==> config.mk <==
export PLATFORM = sky130hd
export DESIGN_NAME = weighted_round_robin_run_queue_flat
export DESIGN_NICKNAME = d
export VERILOG_FILES = /design/src/rtl/wrr_rq_pkg.sv /design/src/rtl/wrr_rq_if.sv /design/src/rtl/wrr_rq_ram.sv /design/src/rtl/wrr_rq_front.sv /design/src/rtl/wrr_rq_back.sv /design/src/rtl/weighted_round_robin_run_queue.sv /design/src/flat_wrapper.sv
export VERILOG_INCLUDE_DIRS = /design/src /design/src/rtl
export SDC_FILE = /design/constraint.sdc
export NUM_CORES = 2
export LEC_CHECK = 0
export ABC_AREA = 1
export BUFFER_PORTS_ARGS = -buffer_cell sky130_fd_sc_hd__clkbuf_2
export CAP_MARGIN = 10
export CORE_ASPECT_RATIO = 1.5
export CORE_MARGIN = 2
export CORE_UTILIZATION = 55
export CTS_CLUSTER_DIAMETER = 50
export CTS_CLUSTER_SIZE = 16
export DETAILED_ROUTE_END_ITERATION = 6
export GPL_TIMING_DRIVEN = 0
export PLACE_DENSITY_LB_ADDON = 0.15
export SLEW_MARGIN = 0
export SYNTH_ARGS = -nofsm -noshare
export SYNTH_HDL_FRONTEND = slang
export SYNTH_HIERARCHICAL = 1
export SYNTH_SLANG_ARGS = --single-unit
export TNS_END_PERCENT = 50
==> constraint.sdc <==
create_clock -name i_clk -period 5.7 [get_ports i_clk]
set_input_delay 1.14 -clock i_clk [delete_from_list [all_inputs] [get_ports i_clk]]
set_output_delay 1.14 -clock i_clk [all_outputs]
set_load 0.02 [all_outputs]
==> src/rtl/weighted_round_robin_run_queue_macros.svh <==
// Assertion macros for the weighted round-robin run queue.
// No dependencies; included by the modules that assert.
`ifndef WEIGHTED_ROUND_ROBIN_RUN_QUEUE_MACROS_SVH
`define WEIGHTED_ROUND_ROBIN_RUN_QUEUE_MACROS_SVH
// Implication checked on every clock, disabled during reset.
`define WRR_ASSERT_IMP(lbl, clk, rst_n, ante, cons) \
    lbl: assert property (@(posedge clk) disable iff (!rst_n) (ante) |-> (cons)) \
        else $error("assertion failed");
// Next-cycle implication.
`define WRR_ASSERT_NXT(lbl, clk, rst_n, ante, cons) \
    lbl: assert property (@(posedge clk) disable iff (!rst_n) (ante) |=> (cons)) \
        else $error("assertion failed");
`endif

==> src/rtl/wrr_rq_pkg.sv <==
// Shared types and constants for the weighted round-robin run queue.
// No dependencies.
package wrr_rq_pkg;
    localparam int MAX_TASKS_DEF   = 64;
    localparam int SLICE_WIDTH_DEF = 16;
    localparam int ID_W            = 6;
    localparam int CNT_W           = 7;
    localparam int WSUM_W          = 10;
    localparam int CLS_W           = 4;
    localparam logic [CLS_W-1:0] FG_WEIGHT = 4'd10;
    localparam logic [CLS_W-1:0] BG_WEIGHT = 4'd1;

    typedef enum logic [1:0] {
        OP_ENQ = 2'd0, OP_DEQ = 2'd1, OP_YIELD = 2'd2, OP_TICK = 2'd3
    } t_op;

    typedef enum logic [1:0] {
        ST_OK = 2'd0, ST_QUEUED = 2'd1, ST_NOT_QUEUED = 2'd2, ST_FULL = 2'd3
    } t_status;

    localparam logic [1:0] REG_FG = 2'd0;
    localparam logic [1:0] REG_BG = 2'd1;

    typedef struct packed {
        logic [1:0]      opcode;
        logic [ID_W-1:0] task_id;
        logic            at_head;
        logic            is_background;
    } t_req;

    typedef struct packed {
        logic [1:0]        status;
        logic              head_valid;
        logic [ID_W-1:0]   next_task;
        logic [CNT_W-1:0]  queued_count;
        logic [WSUM_W-1:0] weight_sum;
        logic              resched;
        logic [15:0]       slice_left;
    } t_rsp;
endpackage

==> src/rtl/wrr_rq_if.sv <==
// Valid/ready channel interface for the run queue words.
// No dependencies; the word type is a parameter.
interface wrr_rq_if #(parameter type T = logic) ();
    logic valid;
    logic ready;
    T     data;
    modport source (output valid, output data, input ready);
    modport sink (input valid, input data, output ready);
endinterface

==> src/rtl/wrr_rq_ram.sv <==
// Generic single-write, single-read RAM with registered read data.
// No dependencies.
module wrr_rq_ram #(
    parameter int WIDTH = 8,
    parameter int DEPTH = 64
) (
    input  logic                     i_clk,
    input  logic                     i_we,
    input  logic [$clog2(DEPTH)-1:0] i_waddr,
    input  logic [WIDTH-1:0]         i_wdata,
    input  logic [$clog2(DEPTH)-1:0] i_raddr,
    output logic [WIDTH-1:0]         o_rdata
);
    logic [WIDTH-1:0] r_mem [DEPTH];
    always_ff @(posedge i_clk) begin
        if (i_we) begin
            r_mem[i_waddr] <= i_wdata;
        end
        o_rdata <= r_mem[i_raddr];
    end
endmodule

==> src/rtl/wrr_rq_front.sv <==
// Front part: accepts request words and holds them in a two-entry queue.
// Depends on wrr_rq_pkg.
module wrr_rq_front
    import wrr_rq_pkg::*;
(
    input  logic i_clk,
    input  logic i_rst_n,
    input  logic i_valid,
    input  t_req i_req,
    output logic o_ready,
    output logic o_valid,
    output t_req o_req,
    input  logic i_pop
);
    t_req r_q [2];
    logic [1:0] r_cnt;
    logic       r_rd;
    logic       push;

    assign o_ready = (r_cnt != 2'd2);
    assign push    = i_valid && o_ready;
    assign o_valid = (r_cnt != 2'd0);
    assign o_req   = r_q[r_rd];

    always_ff @(posedge i_clk) begin
        if (push) begin
            r_q[r_rd ^ (r_cnt != 2'd0)] <= i_req;
        end
        if (!i_rst_n) begin
            r_cnt <= 2'd0;
            r_rd  <= 1'b0;
        end else begin
            r_cnt <= r_cnt + {1'b0, push} - {1'b0, i_pop};
            if (i_pop) begin
                r_rd <= ~r_rd;
            end
        end
    end
endmodule

==> src/rtl/wrr_rq_back.sv <==
// Back part: executes one request against the linked list and slice store.
// Depends on wrr_rq_pkg, wrr_rq_ram and the assertion macros.
`include "weighted_round_robin_run_queue_macros.svh"
module wrr_rq_back
    import wrr_rq_pkg::*;
#(
    parameter int MAX_TASKS   = MAX_TASKS_DEF,
    parameter int SLICE_WIDTH = SLICE_WIDTH_DEF
) (
    input  logic        i_clk,
    input  logic        i_rst_n,
    input  logic        i_valid,
    input  t_req        i_req,
    output logic        o_pop,
    input  logic [15:0] i_fg_ticks,
    input  logic [15:0] i_bg_ticks,
    output logic        o_valid,
    output t_rsp        o_rsp,
    input  logic        i_ready
);
    localparam int AW = $clog2(MAX_TASKS);

    typedef enum logic [2:0] {
        S_IDLE, S_READ, S_EVAL, S_FIX1, S_FIX2, S_OUT
    } t_state;

    t_state r_state;
    t_req   r_req;
    logic [MAX_TASKS-1:0] r_inq;
    // A class entry is only meaningful once its task has been enqueued.
    logic [MAX_TASKS-1:0] r_seen;
    logic [CLS_W-1:0]     r_w;
    logic [AW-1:0]        r_head, r_tail;
    logic [CNT_W+3:0]     r_count;
    logic [WSUM_W+3:0]    r_wsum;
    logic [1:0]           r_status;
    logic                 r_resched;
    logic [SLICE_WIDTH-1:0] r_slice;
    logic                 r_outv;

    // Pending list edits after unlink, applied in fix cycles.
    logic          r_ins, r_unl;
    logic [AW-1:0] r_p, r_n;
    logic          r_is_h, r_is_t;

    logic          nx_we, pv_we, sl_we, cl_we;
    logic [AW-1:0] nx_wa, pv_wa, sl_wa, nx_ra, pv_ra;
    logic [AW-1:0] nx_wd, pv_wd, nx_rd, pv_rd;
    logic [SLICE_WIDTH-1:0] sl_wd, sl_rd;
    logic [CLS_W-1:0] cl_rd;

    wrr_rq_ram #(.WIDTH(AW), .DEPTH(MAX_TASKS)) u_next (
        .i_clk, .i_we(nx_we), .i_waddr(nx_wa), .i_wdata(nx_wd),
        .i_raddr(nx_ra), .o_rdata(nx_rd));
    wrr_rq_ram #(.WIDTH(AW), .DEPTH(MAX_TASKS)) u_prev (
        .i_clk, .i_we(pv_we), .i_waddr(pv_wa), .i_wdata(pv_wd),
        .i_raddr(pv_ra), .o_rdata(pv_rd));
    wrr_rq_ram #(.WIDTH(SLICE_WIDTH), .DEPTH(MAX_TASKS)) u_slice (
        .i_clk, .i_we(sl_we), .i_waddr(sl_wa), .i_wdata(sl_wd),
        .i_raddr(pv_ra), .o_rdata(sl_rd));

    logic          id_ok;
    logic [AW-1:0] id;
    logic [CLS_W-1:0] wnew, wcur;
    logic [SLICE_WIDTH-1:0] rl_new, rl_cur, dec;
    logic [CNT_W+3:0] cnt_max;
    logic          enq_ok;

    wrr_rq_ram #(.WIDTH(CLS_W), .DEPTH(MAX_TASKS)) u_cls (
        .i_clk, .i_we(cl_we), .i_waddr(id), .i_wdata(wnew),
        .i_raddr(pv_ra), .o_rdata(cl_rd));

    assign id_ok  = ({26'd0, r_req.task_id} < 32'(MAX_TASKS));
    assign id     = AW'(r_req.task_id);
    assign wnew   = r_req.is_background ? BG_WEIGHT : FG_WEIGHT;
    assign wcur   = r_seen[id] ? cl_rd : '0;
    assign rl_new = (wnew == BG_WEIGHT) ? SLICE_WIDTH'({16'd0, i_bg_ticks})
                                        : SLICE_WIDTH'({16'd0, i_fg_ticks});
    assign rl_cur = (wcur == BG_WEIGHT) ? SLICE_WIDTH'({16'd0, i_bg_ticks})
                                        : SLICE_WIDTH'({16'd0, i_fg_ticks});
    assign dec    = sl_rd - SLICE_WIDTH'(1);
    assign cnt_max = (CNT_W+4)'(MAX_TASKS);
    assign enq_ok = id_ok && r_req.opcode == OP_ENQ && !r_inq[id] && r_count < cnt_max;
    assign nx_ra  = id;
    assign pv_ra  = id;
    // A new word is taken only once the previous result has left or leaves now.
    assign o_pop  = (r_state == S_IDLE) && i_valid && (!r_outv || i_ready);
    assign o_valid = r_outv;

    // Write ports are decided per state from pending edits.
    always_comb begin
        nx_we = 1'b0; nx_wa = r_p; nx_wd = r_n;
        pv_we = 1'b0; pv_wa = r_n; pv_wd = r_p;
        sl_we = 1'b0; sl_wa = id;  sl_wd = rl_new;
        cl_we = 1'b0;
        case (r_state)
            S_EVAL: begin
                if (enq_ok && wcur != wnew) begin
                    sl_we = 1'b1;
                    cl_we = 1'b1;
                end else if (id_ok && r_req.opcode == OP_TICK && r_inq[id]) begin
                    sl_we = 1'b1;
                    sl_wd = (dec != '0) ? dec : rl_cur;
                end
            end
            S_FIX1: begin
                // Unlink edits.
                if (r_unl && !(r_is_h && r_is_t) && !r_is_h) begin
                    nx_we = 1'b1;
                    nx_wd = r_is_t ? r_p : r_n;
                    pv_we = !r_is_t;
                end
            end
            S_FIX2: begin
                // Insert edits; r_n holds the old head or tail.
                if (r_ins) begin
                    nx_we = 1'b1; nx_wa = id;
                    pv_we = 1'b1; pv_wa = id;
                    if (r_count == '0) begin
                        nx_wd = id; pv_wd = id;
                    end else if (r_req.opcode == OP_ENQ && r_req.at_head) begin
                        nx_wd = r_n; pv_wa = r_n; pv_wd = id;
                    end else begin
                        pv_wd = r_n; nx_wa = r_n; nx_wd = id;
                    end
                end
            end
            default: ;
        endcase
    end

    always_ff @(posedge i_clk) begin
        if (!i_rst_n) begin
            r_state <= S_IDLE;
            r_inq   <= '0;
            r_seen  <= '0;
            r_head  <= '0;
            r_tail  <= '0;
            r_count <= '0;
            r_wsum  <= '0;
            r_outv  <= 1'b0;
        end else begin
            case (r_state)
                S_IDLE: begin
                    if (o_pop) begin
                        r_req   <= i_req;
                        r_state <= S_READ;
                    end
                end
                S_READ: r_state <= S_EVAL;
                S_EVAL: begin
                    r_status  <= ST_OK;
                    r_resched <= 1'b0;
                    r_ins <= 1'b0; r_unl <= 1'b0;
                    r_p <= pv_rd; r_n <= nx_rd;
                    r_is_h <= (r_head == id); r_is_t <= (r_tail == id);
                    r_w <= enq_ok ? wnew : wcur;
                    r_state <= S_FIX1;
                    if (!id_ok) begin
                        r_status <= (r_req.opcode == OP_ENQ) ? ST_FULL : ST_NOT_QUEUED;
                    end else if (r_req.opcode == OP_ENQ) begin
                        if (r_inq[id]) r_status <= ST_QUEUED;
                        else if (r_count >= cnt_max) r_status <= ST_FULL;
                        else begin
                            r_seen[id] <= 1'b1;
                            r_ins <= 1'b1;
                            r_n   <= r_req.at_head ? r_head : r_tail;
                        end
                    end else if (!r_inq[id]) begin
                        r_status <= ST_NOT_QUEUED;
                    end else if (r_req.opcode == OP_DEQ) begin
                        r_unl <= 1'b1;
                    end else if (r_req.opcode == OP_YIELD) begin
                        r_unl <= 1'b1; r_ins <= 1'b1;
                    end else if (dec == '0 && r_count > (CNT_W+4)'(1)) begin
                        r_unl <= 1'b1; r_ins <= 1'b1; r_resched <= 1'b1;
                    end
                end
                S_FIX1: begin
                    if (r_unl) begin
                        if (r_is_h && r_is_t) begin
                            r_head <= '0; r_tail <= '0;
                        end else if (r_is_h) r_head <= r_n;
                        else if (r_is_t) r_tail <= r_p;
                        r_count <= r_count - (CNT_W+4)'(1);
                        r_wsum  <= r_wsum - (WSUM_W+4)'(r_w);
                        r_inq[id] <= 1'b0;
                    end
                    // Old tail after unlink, for re-insert.
                    if (r_unl && r_ins) begin
                        r_n <= (r_is_t && !r_is_h) ? r_p : r_tail;
                    end
                    r_state <= S_FIX2;
                end
                S_FIX2: begin
                    if (r_ins) begin
                        if (r_count == '0) begin
                            r_head <= id; r_tail <= id;
                        end else if (r_req.opcode == OP_ENQ && r_req.at_head) r_head <= id;
                        else r_tail <= id;
                        r_count <= r_count + (CNT_W+4)'(1);
                        r_wsum  <= r_wsum + (WSUM_W+4)'(r_w);
                        r_inq[id] <= 1'b1;
                    end
                    r_state <= S_OUT;
                end
                S_OUT: begin
                    if (!r_outv) begin
                        r_outv <= 1'b1;
                        r_state <= S_IDLE;
                    end
                end
                default: r_state <= S_IDLE;
            endcase
            if (r_outv && i_ready) r_outv <= 1'b0;
        end
    end

    // Slice readback in FIX2, once the write in EVAL shows on the registered read port.
    always_ff @(posedge i_clk) begin
        if (r_state == S_FIX2) r_slice <= sl_rd;
    end

    always_comb begin
        o_rsp.status       = r_status;
        o_rsp.head_valid   = (r_count != '0);
        o_rsp.next_task    = (r_count != '0) ? ID_W'(r_head) : '0;
        o_rsp.queued_count = CNT_W'(r_count);
        o_rsp.weight_sum   = WSUM_W'(r_wsum);
        o_rsp.resched      = r_resched;
        o_rsp.slice_left   = (id_ok && r_w != '0) ? 16'(r_slice) : 16'd0;
    end

    `WRR_ASSERT_IMP(a_cnt_range, i_clk, i_rst_n, 1'b1, r_count <= cnt_max)
    `WRR_ASSERT_IMP(a_empty_wsum, i_clk, i_rst_n, r_count == '0, r_wsum == '0)
    `WRR_ASSERT_NXT(a_pop_starts, i_clk, i_rst_n, o_pop, r_state == S_READ)
    `WRR_ASSERT_IMP(a_inq_count, i_clk, i_rst_n, r_state == S_IDLE,
        32'($countones(r_inq)) == 32'(r_count))
endmodule

==> src/rtl/weighted_round_robin_run_queue.sv <==
// A word passes from acceptance to its result through these steps: dequeue from the
// front queue, RAM read, evaluation, unlink fix, insert fix, output register.
// The back part's sequencer owns the single write port of each link RAM and takes no
// new word until the last result is leaving. The two-entry front queue keeps accepting
// until full while the back part works. Synchronous active-low reset clears the
// queue state and loads the slice registers with 100 and 10; link RAMs are not cleared.
// Depends on wrr_rq_pkg, wrr_rq_if, wrr_rq_front and wrr_rq_back.
module weighted_round_robin_run_queue
    import wrr_rq_pkg::*;
#(
    parameter int MAX_TASKS   = MAX_TASKS_DEF,
    parameter int SLICE_WIDTH = SLICE_WIDTH_DEF
) (
    input  logic        i_clk,
    input  logic        i_rst_n,
    wrr_rq_if.sink      req_if,
    wrr_rq_if.source    rsp_if,
    input  logic        psel,
    input  logic        penable,
    input  logic        pwrite,
    input  logic [2:0]  paddr,
    input  logic [31:0] pwdata,
    output logic [31:0] prdata,
    output logic        pready
);
    // Slice reload registers, written over the APB port.
    logic [15:0] r_fg, r_bg;
    logic        f_valid, pop;
    t_req        f_req;

    assign pready = 1'b1;

    always_ff @(posedge i_clk) begin
        if (!i_rst_n) begin
            r_fg <= 16'd100;
            r_bg <= 16'd10;
        end else if (psel && penable && pwrite) begin
            if (paddr[2] == REG_FG[0]) r_fg <= pwdata[15:0];
            if (paddr[2] == REG_BG[0]) r_bg <= pwdata[15:0];
        end
    end

    always_comb begin
        prdata = 32'd0;
        if (paddr[2] == REG_FG[0]) prdata = {16'd0, r_fg};
        else prdata = {16'd0, r_bg};
    end

    // Front part classifies nothing beyond buffering; back part executes.
    wrr_rq_front u_front (
        .i_clk, .i_rst_n,
        .i_valid(req_if.valid), .i_req(req_if.data), .o_ready(req_if.ready),
        .o_valid(f_valid), .o_req(f_req), .i_pop(pop));

    wrr_rq_back #(.MAX_TASKS(MAX_TASKS), .SLICE_WIDTH(SLICE_WIDTH)) u_back (
        .i_clk, .i_rst_n,
        .i_valid(f_valid), .i_req(f_req), .o_pop(pop),
        .i_fg_ticks(r_fg), .i_bg_ticks(r_bg),
        .o_valid(rsp_if.valid), .o_rsp(rsp_if.data), .i_ready(rsp_if.ready));
endmodule

==> src/flat_wrapper.sv <==
// flat-port wrapper written by rule: the top's interface ports become plain ports
module weighted_round_robin_run_queue_flat import wrr_rq_pkg::*;
#(
    parameter int MAX_TASKS   = MAX_TASKS_DEF,
    parameter int SLICE_WIDTH = SLICE_WIDTH_DEF
)
  (i_clk, i_rst_n, psel, penable, pwrite, paddr, pwdata, prdata, pready, req_if_valid, req_if_data, req_if_ready, rsp_if_valid, rsp_if_data, rsp_if_ready);
  wrr_rq_if #(.T(t_req)) req_if_i ();
  wrr_rq_if #(.T(t_rsp)) rsp_if_i ();
  input  logic i_clk;
  input  logic i_rst_n;
  input  logic psel;
  input  logic penable;
  input  logic pwrite;
  input  logic [2:0] paddr;
  input  logic [31:0] pwdata;
  output logic [31:0] prdata;
  output logic pready;
  input wire logic [$bits(req_if_i.valid)-1:0] req_if_valid;
  input wire logic [$bits(req_if_i.data)-1:0] req_if_data;
  output wire logic [$bits(req_if_i.ready)-1:0] req_if_ready;
  output wire logic [$bits(rsp_if_i.valid)-1:0] rsp_if_valid;
  output wire logic [$bits(rsp_if_i.data)-1:0] rsp_if_data;
  input wire logic [$bits(rsp_if_i.ready)-1:0] rsp_if_ready;
  assign req_if_i.valid = req_if_valid;
  assign req_if_i.data = req_if_data;
  assign req_if_ready = req_if_i.ready;
  assign rsp_if_valid = rsp_if_i.valid;
  assign rsp_if_data = rsp_if_i.data;
  assign rsp_if_i.ready = rsp_if_ready;
  weighted_round_robin_run_queue #(.MAX_TASKS(MAX_TASKS), .SLICE_WIDTH(SLICE_WIDTH)) u_core (.i_clk(i_clk), .i_rst_n(i_rst_n), .req_if(req_if_i), .rsp_if(rsp_if_i), .psel(psel), .penable(penable), .pwrite(pwrite), .paddr(paddr), .pwdata(pwdata), .prdata(prdata), .pready(pready));
endmodule
# After elaboration in Yosys (flattened, before gate mapping)
# Memory sizes are Yosys's and may differ from the RTL's. A register that Yosys moved wholly into a read port is not among the register bits.
# Index checks and enable logic that the tools add are counted.
# word_totals
register_bits	243
mem_bits_rw	2068
out_inout_bits	78
word_cells	215
n_memories	5
# memory_table
memory	words	word_bits	rd	rd_ports_with_merged_regs	write_ports	line_no	source
u_core.u_back.u_slice.r_mem	64	16	1	1	1	wrr_rq_ram.sv:14	logic [WIDTH-1:0] r_mem [DEPTH];
u_core.u_back.u_next.r_mem	64	6	1	1	1	wrr_rq_ram.sv:14	
u_core.u_back.u_prev.r_mem	64	6	1	1	1	wrr_rq_ram.sv:14	
u_core.u_back.u_cls.r_mem	64	4	1	1	1	wrr_rq_ram.sv:14	
u_core.u_front.r_q	2	10	1	1	1	wrr_rq_front.sv:15	t_req r_q [2];
# classes
add_sub_neg	7
magnitude_cmp	5
eq_ne	24
n_mux	95
bitwise	10
reduce_logical	47
# ops
cell	count
$mux W6	30
$mux W16	8
$mux W64	2
$or A64 B64 Y64	2
$pmux W64 S2	1
$and A64 B64 Y64	1
$not A64 Y64	1
$pmux W6 S2	4
$mux W1	29
$mux W14	2
$pmux W14 S2	1
$mux W11	2
$pmux W11 S2	1
$logic_and A1 B1 Y1	18
$pmux W3 S6	1
$logic_not A16 Y1	1
$reduce_bool A16 Y1	1
$sub A16 B1 Y16 const B	1
$ne A3 B3 Y1 const B	5
$add A14 B4 Y14	1
$sub A14 B4 Y14	1
$bmux W1 S6	2
$eq A6 B6 Y1	2
$mux W4	3
39 further kinds	68

# Depth between registers and ports, before layout
# depth
depth_word	10
ltp_mapped	22

# Modules after synthesis
# Netlist, hierarchy kept.
# by_module_without_submodules
module	instances	cells_per_inst	area_each_um2	seq_area_each_um2
wrr_rq_ram at u_core.u_back.u_slice	1	3517	42099.1	31069.8
wrr_rq_ram at u_core.u_back.u_next ...	2	1376	15930.3	11651.2
wrr_rq_back	1	1963	12937.4	4774.6
wrr_rq_ram at u_core.u_back.u_cls	1	965	10911.7	7767.4
weighted_round_robin_run_queue	1	262	1706.6	640.6
wrr_rq_front	1	65	978.4	680.7

# Worst setup path before layout
# OpenSTA, ideal clock, no wires.
# synth_path
path_kind	flip-flop to flip-flop
start	register u_core.u_back.r_state[0]
end	memory u_core/u_back/u_next/r_mem[48][0] in the netlist's numbering (enable)
arrival_ps	5373
required_time_ps	5314
slack_ps	-59
path_stages_with_launch	10
synth_period_minus_slack_ps	5759
path_cell_list	dfxtp_1 > nor2_1 > inv_1 > nor2_2 > inv_1 > nor2_2 > clkbuf_1 > o21ai_0 > nand4_1 > nor4_1
# synth_lines
element	line_no	source
start, declared	wrr_rq_back.sv:27	t_state r_state;
start signal, assigned	wrr_rq_back.sv:134	r_state <= S_IDLE;
start signal, assigned	wrr_rq_back.sv:147	r_state <= S_READ;
start signal, assigned	wrr_rq_back.sv:150	S_READ: r_state <= S_EVAL;
$eq A3 B3 Y1	wrr_rq_back.sv:96	case (r_state)
$mux W6	wrr_rq_back.sv:96	
net u_core.u_back.nx_wa[4]	wrr_rq_back.sv:47	logic [AW-1:0] nx_wa, pv_wa, sl_wa, nx_ra, pv_ra;
end, declared	wrr_rq_ram.sv:14	
# The timed path passes the listed nets, and every way through them passes these cells.

# Worst setup path in the final report
# layout_path
start	register u_core.u_back.r_req (netlist bit u_core/u_back/id[4])
end	memory u_core/u_back/u_slice/r_mem[49][3] in the netlist's numbering (enable)
# layout_via
elab_chain_cells	10
# layout_lines
element	line_no	source
start, declared	wrr_rq_back.sv:28	t_req r_req;
start signal, assigned	wrr_rq_back.sv:146	r_req <= i_req;
parallel branches: the longest is 6 deep, another holds $bmux W1 S6	-	
$mux W1 *	wrr_rq_back.sv:98	if (enq_ok && wcur != wnew) begin
$mux W1 *	wrr_rq_back.sv:96	
net u_core.u_back.sl_we	wrr_rq_back.sv:46	logic nx_we, pv_we, sl_we, cl_we;
$mux W1 *	wrr_rq_ram.sv:16	if (i_we) begin
$mux W1 (not written as such) *	wrr_rq_ram.sv:17	r_mem[i_waddr] <= i_wdata;
end, declared	wrr_rq_ram.sv:14	
# Mark *: on every way through the listed nets, which the timed path passes. The select of a mux whose other input is x is not followed.

==> run metrics <==
status=finished, violations left; violated checks=design-rule violations; HP Class=reg2reg; via/cell ratio=5.99; most common cell after layout, fill and taps aside=nand2_1; FFs w/ async S/R, synth=0%; cell area after layout=113000 µm²; initial DRC count=8727; Longest Clk Path Bufs=4; clk_lat worst skew=0.90 ns; Pleak=41.9 nW; cts hold-fix bufs=0; ANT nets after route=0; total power draw=46.1 mW; Crit. Startpoint=u_core/u_back/id[4]; critical path required time=6.28 ns; largest net degree at the start of global routing=83; Layout Cells excl Fill=12567; RSZ-0062 raised after global routing=yes; startpoint class of the critical path=register; Cells after Synth=9524; Final setup violation count=0; number of buffers created by CTS=190; area delta synth->final=12.5%; setup ws final=0.0126 ns; first-pass GRT wire length=468000 µm; DP HPWL=231000 µm; CTS H-Tree Depth=4; First-pass DRT Iterations=7; hold_sp=u_core/u_back/u_prev/o_rdata[0]; DR WL/cell=25.9 µm; Synth area leader=edfxtp_1; Post-DP Area=107000 µm²; WHS=0.403 ns; synth warn=6; post-synthesis sequential area ratio=67.9%; CP endpoint kind=register; Yosys cell types=49; pwr/cell area=407 nW/µm²; area of the mapped netlist=100000 µm²; share of post-route cells with drive strength above 1=11.0%; slew at the pin closest to its max-slew limit=1.21 ns; clock skew=0.0479 ns; detailed-route via count=75250; Max Transition Viols Final=0; DIE WIDTH=353 µm; drt total wl=325000 µm; Fmax achieved=176 MHz; die span in y=528 µm; clk sinks=2350; ranking of synthesized cells by area=edfxtp_1, nand2_1, nand3_1; Worst-path clk slew=0.07 ns; Primary FF master, synth=edfxtp_1; share of the synthesized area in the top cell type=63.3%; I/O Buffers=93; Final min period=5.69 ns; crit path kind=reg2reg; Starting Density=55.2%; Max Cap Violations=0; CTS tree=built; Final Hold Fails=0; worst slack at placement=-0.411 ns; vias in the first global route=72281; worst-path maximum fanout=9; Placed Instances=12246; Tcrit/Tclk final=99.8%; relative slew slack=19.5%; Post-synth EDFFs=2117; worst vdd ir=0.000307 V; RePlAce Congestion=1.01; RR Startpoint=u_core/u_back/id[4]; Core ar.=182000 µm²; Nets=10119; gr ovfl total=0; Seq cells post-synth=2350; GRT Util Overall=34.3%; clock root buffer=clkbuf_16; Die ar.=186000 µm²; IO Count=130; initial antenna violation count=7; row count=192; mean post-synth cell area=10.6 µm²; most frequent cells in the layout=nand2_1, edfxtp_1, nand3_1, nor2_1, inv_1; crit path DAT=6.27 ns; drc violations=1
-- final timing paths --
kind | endpoint | slack (ns) | depth (start not counted)
worst max-delay path | u_core/u_back/u_slice/r_mem[49][3] | 0.01 | 21
worst max register to register | u_core/u_back/u_slice/r_mem[49][3] | 0.01 | 21
worst min register to register | u_core/u_back/r_p[0] | 0.40 | 0
worst min-delay path | u_core/u_back/r_p[0] | 0.40 | 0
-- Yosys cell counts (3+ instances only) --
master	instances
a21oi_1	174
a22oi_1	5
a311oi_1	18
a31oi_1	7
buf_1	41
buf_2	241
buf_4	96
buf_6	78
clkbuf_1	135
conb_1	3
dfxtp_1	233
edfxtp_1	2117
ha_1	22
inv_1	288
inv_2	19
mux2_4	10
nand2_1	3253
nand2_2	4
nand3_1	1966
nand4_1	44
nor2_1	431
nor2_2	31
nor2_4	5
nor3_1	35
nor4_1	28
o2111ai_1	4
o211ai_1	31
o21ai_0	132
o21ai_1	13
o21bai_1	5
o221ai_1	7
or2_2	11
xnor2_1	8
xor2_1	14
-- power breakdown --
| group | internal (mW) | switching, mW |
|---|---|---|
| Combinational | 3.30 | 9.73 |
| Clock | 6.60 | 6.09 |
| Sequential | 20.0 | 0.296 |
| Total | 29.9 | 16.1 |
-- worst max-delay path, cell delays in order (launching register included) --
cell and delay (ns):
edfxtp_1 0.67, buf_8 0.23, buf_2 0.27, inv_1 0.26, nor3_2 0.47, o21ai_1 0.19, nand2_1 0.14, nor2_1 0.06
nand2_2 0.17, nand2_1 0.11, nand3_1 0.10, o21ai_0 0.09, nand2_1 0.16, nand2_1 0.28, nand2_1 0.31, clkbuf_1 0.35
nand4_1 0.24, buf_4 0.26, nor4_4 0.37, buf_4 0.26, buf_4 0.19, buf_4 0.20
-- timing repair --
item                                    in CTS  in global routing
setup buffers                                5                 26
endpoints found under the setup margin     365               1056
resized for setup                           18                 22
pin swaps                                    2                  1
endpoints found under the hold margin        0                  0
-- layout make-up --
class / instances / area, µm²
Fill cell: 14635 / 69000
Sequential cell: 2350 / 68200
Multi-Input combinational cell: 6351 / 28600
Clock buffer: 239 / 5090
Buffer: 592 / 3490
Tap cell: 2425 / 3030
Timing Repair Buffer: 250 / 2900
Inverter: 309 / 1170
Clock inverter: 46 / 539
Antenna cell: 5 / 12.5
-- state kept, by name (all words and copies together) (netlist names), 10 cells and up, named ones only --
| register | cells |
|---|---|
| u_core/u_front/r_q | 20 |
| u_core/u_back/r_wsum | 10 |
| u_core/u_back/u_slice/o_rdata | 16 |
| u_core/r_bg | 16 |
| u_core/u_back/u_cls/r_mem | 256 |
| u_core/u_back/u_prev/r_mem | 384 |
| u_core/u_back/u_slice/r_mem | 1024 |
| u_core/u_back/r_slice | 16 |
| u_core/u_back/r_count | 11 |
| u_core/u_back/r_seen | 64 |
| u_core/r_fg | 16 |
| u_core/u_back/u_next/r_mem | 384 |
-- per-stage QoR --
step | utilization, % | setup TNS [ns]
detailed placement | 58.8 | -45.93
global placement | 57.3 | -8733.47
finish | 62.1 | 0
global route | 62.1 | -8.53
floorplan | - | 0
CTS | 61.9 | -11.13
-- logic make-up after synthesis --
group | share of synthesized area (%)
other cells | 0.0112
mux | 0.149
xor+xnor | 0.192
flops | 67.9
compound gates | 2.23
buf+inv | 4.63
fa+ha+maj | 0.294
simple gates | 24.6
-- per-layer routing --
layer / global-route usage (%) / share of wire (%) / vias to the layer above
met2: 58.3 / 49 / 4306
met3: 5.23 / 8.4 / 1130
li1: - / - / 33769
met1: 39.4 / 34 / 36043
met5: 0 / 0.0052 / -
met4: 25.3 / 8.5 / 2
Power figures use the tool's default switching activity.
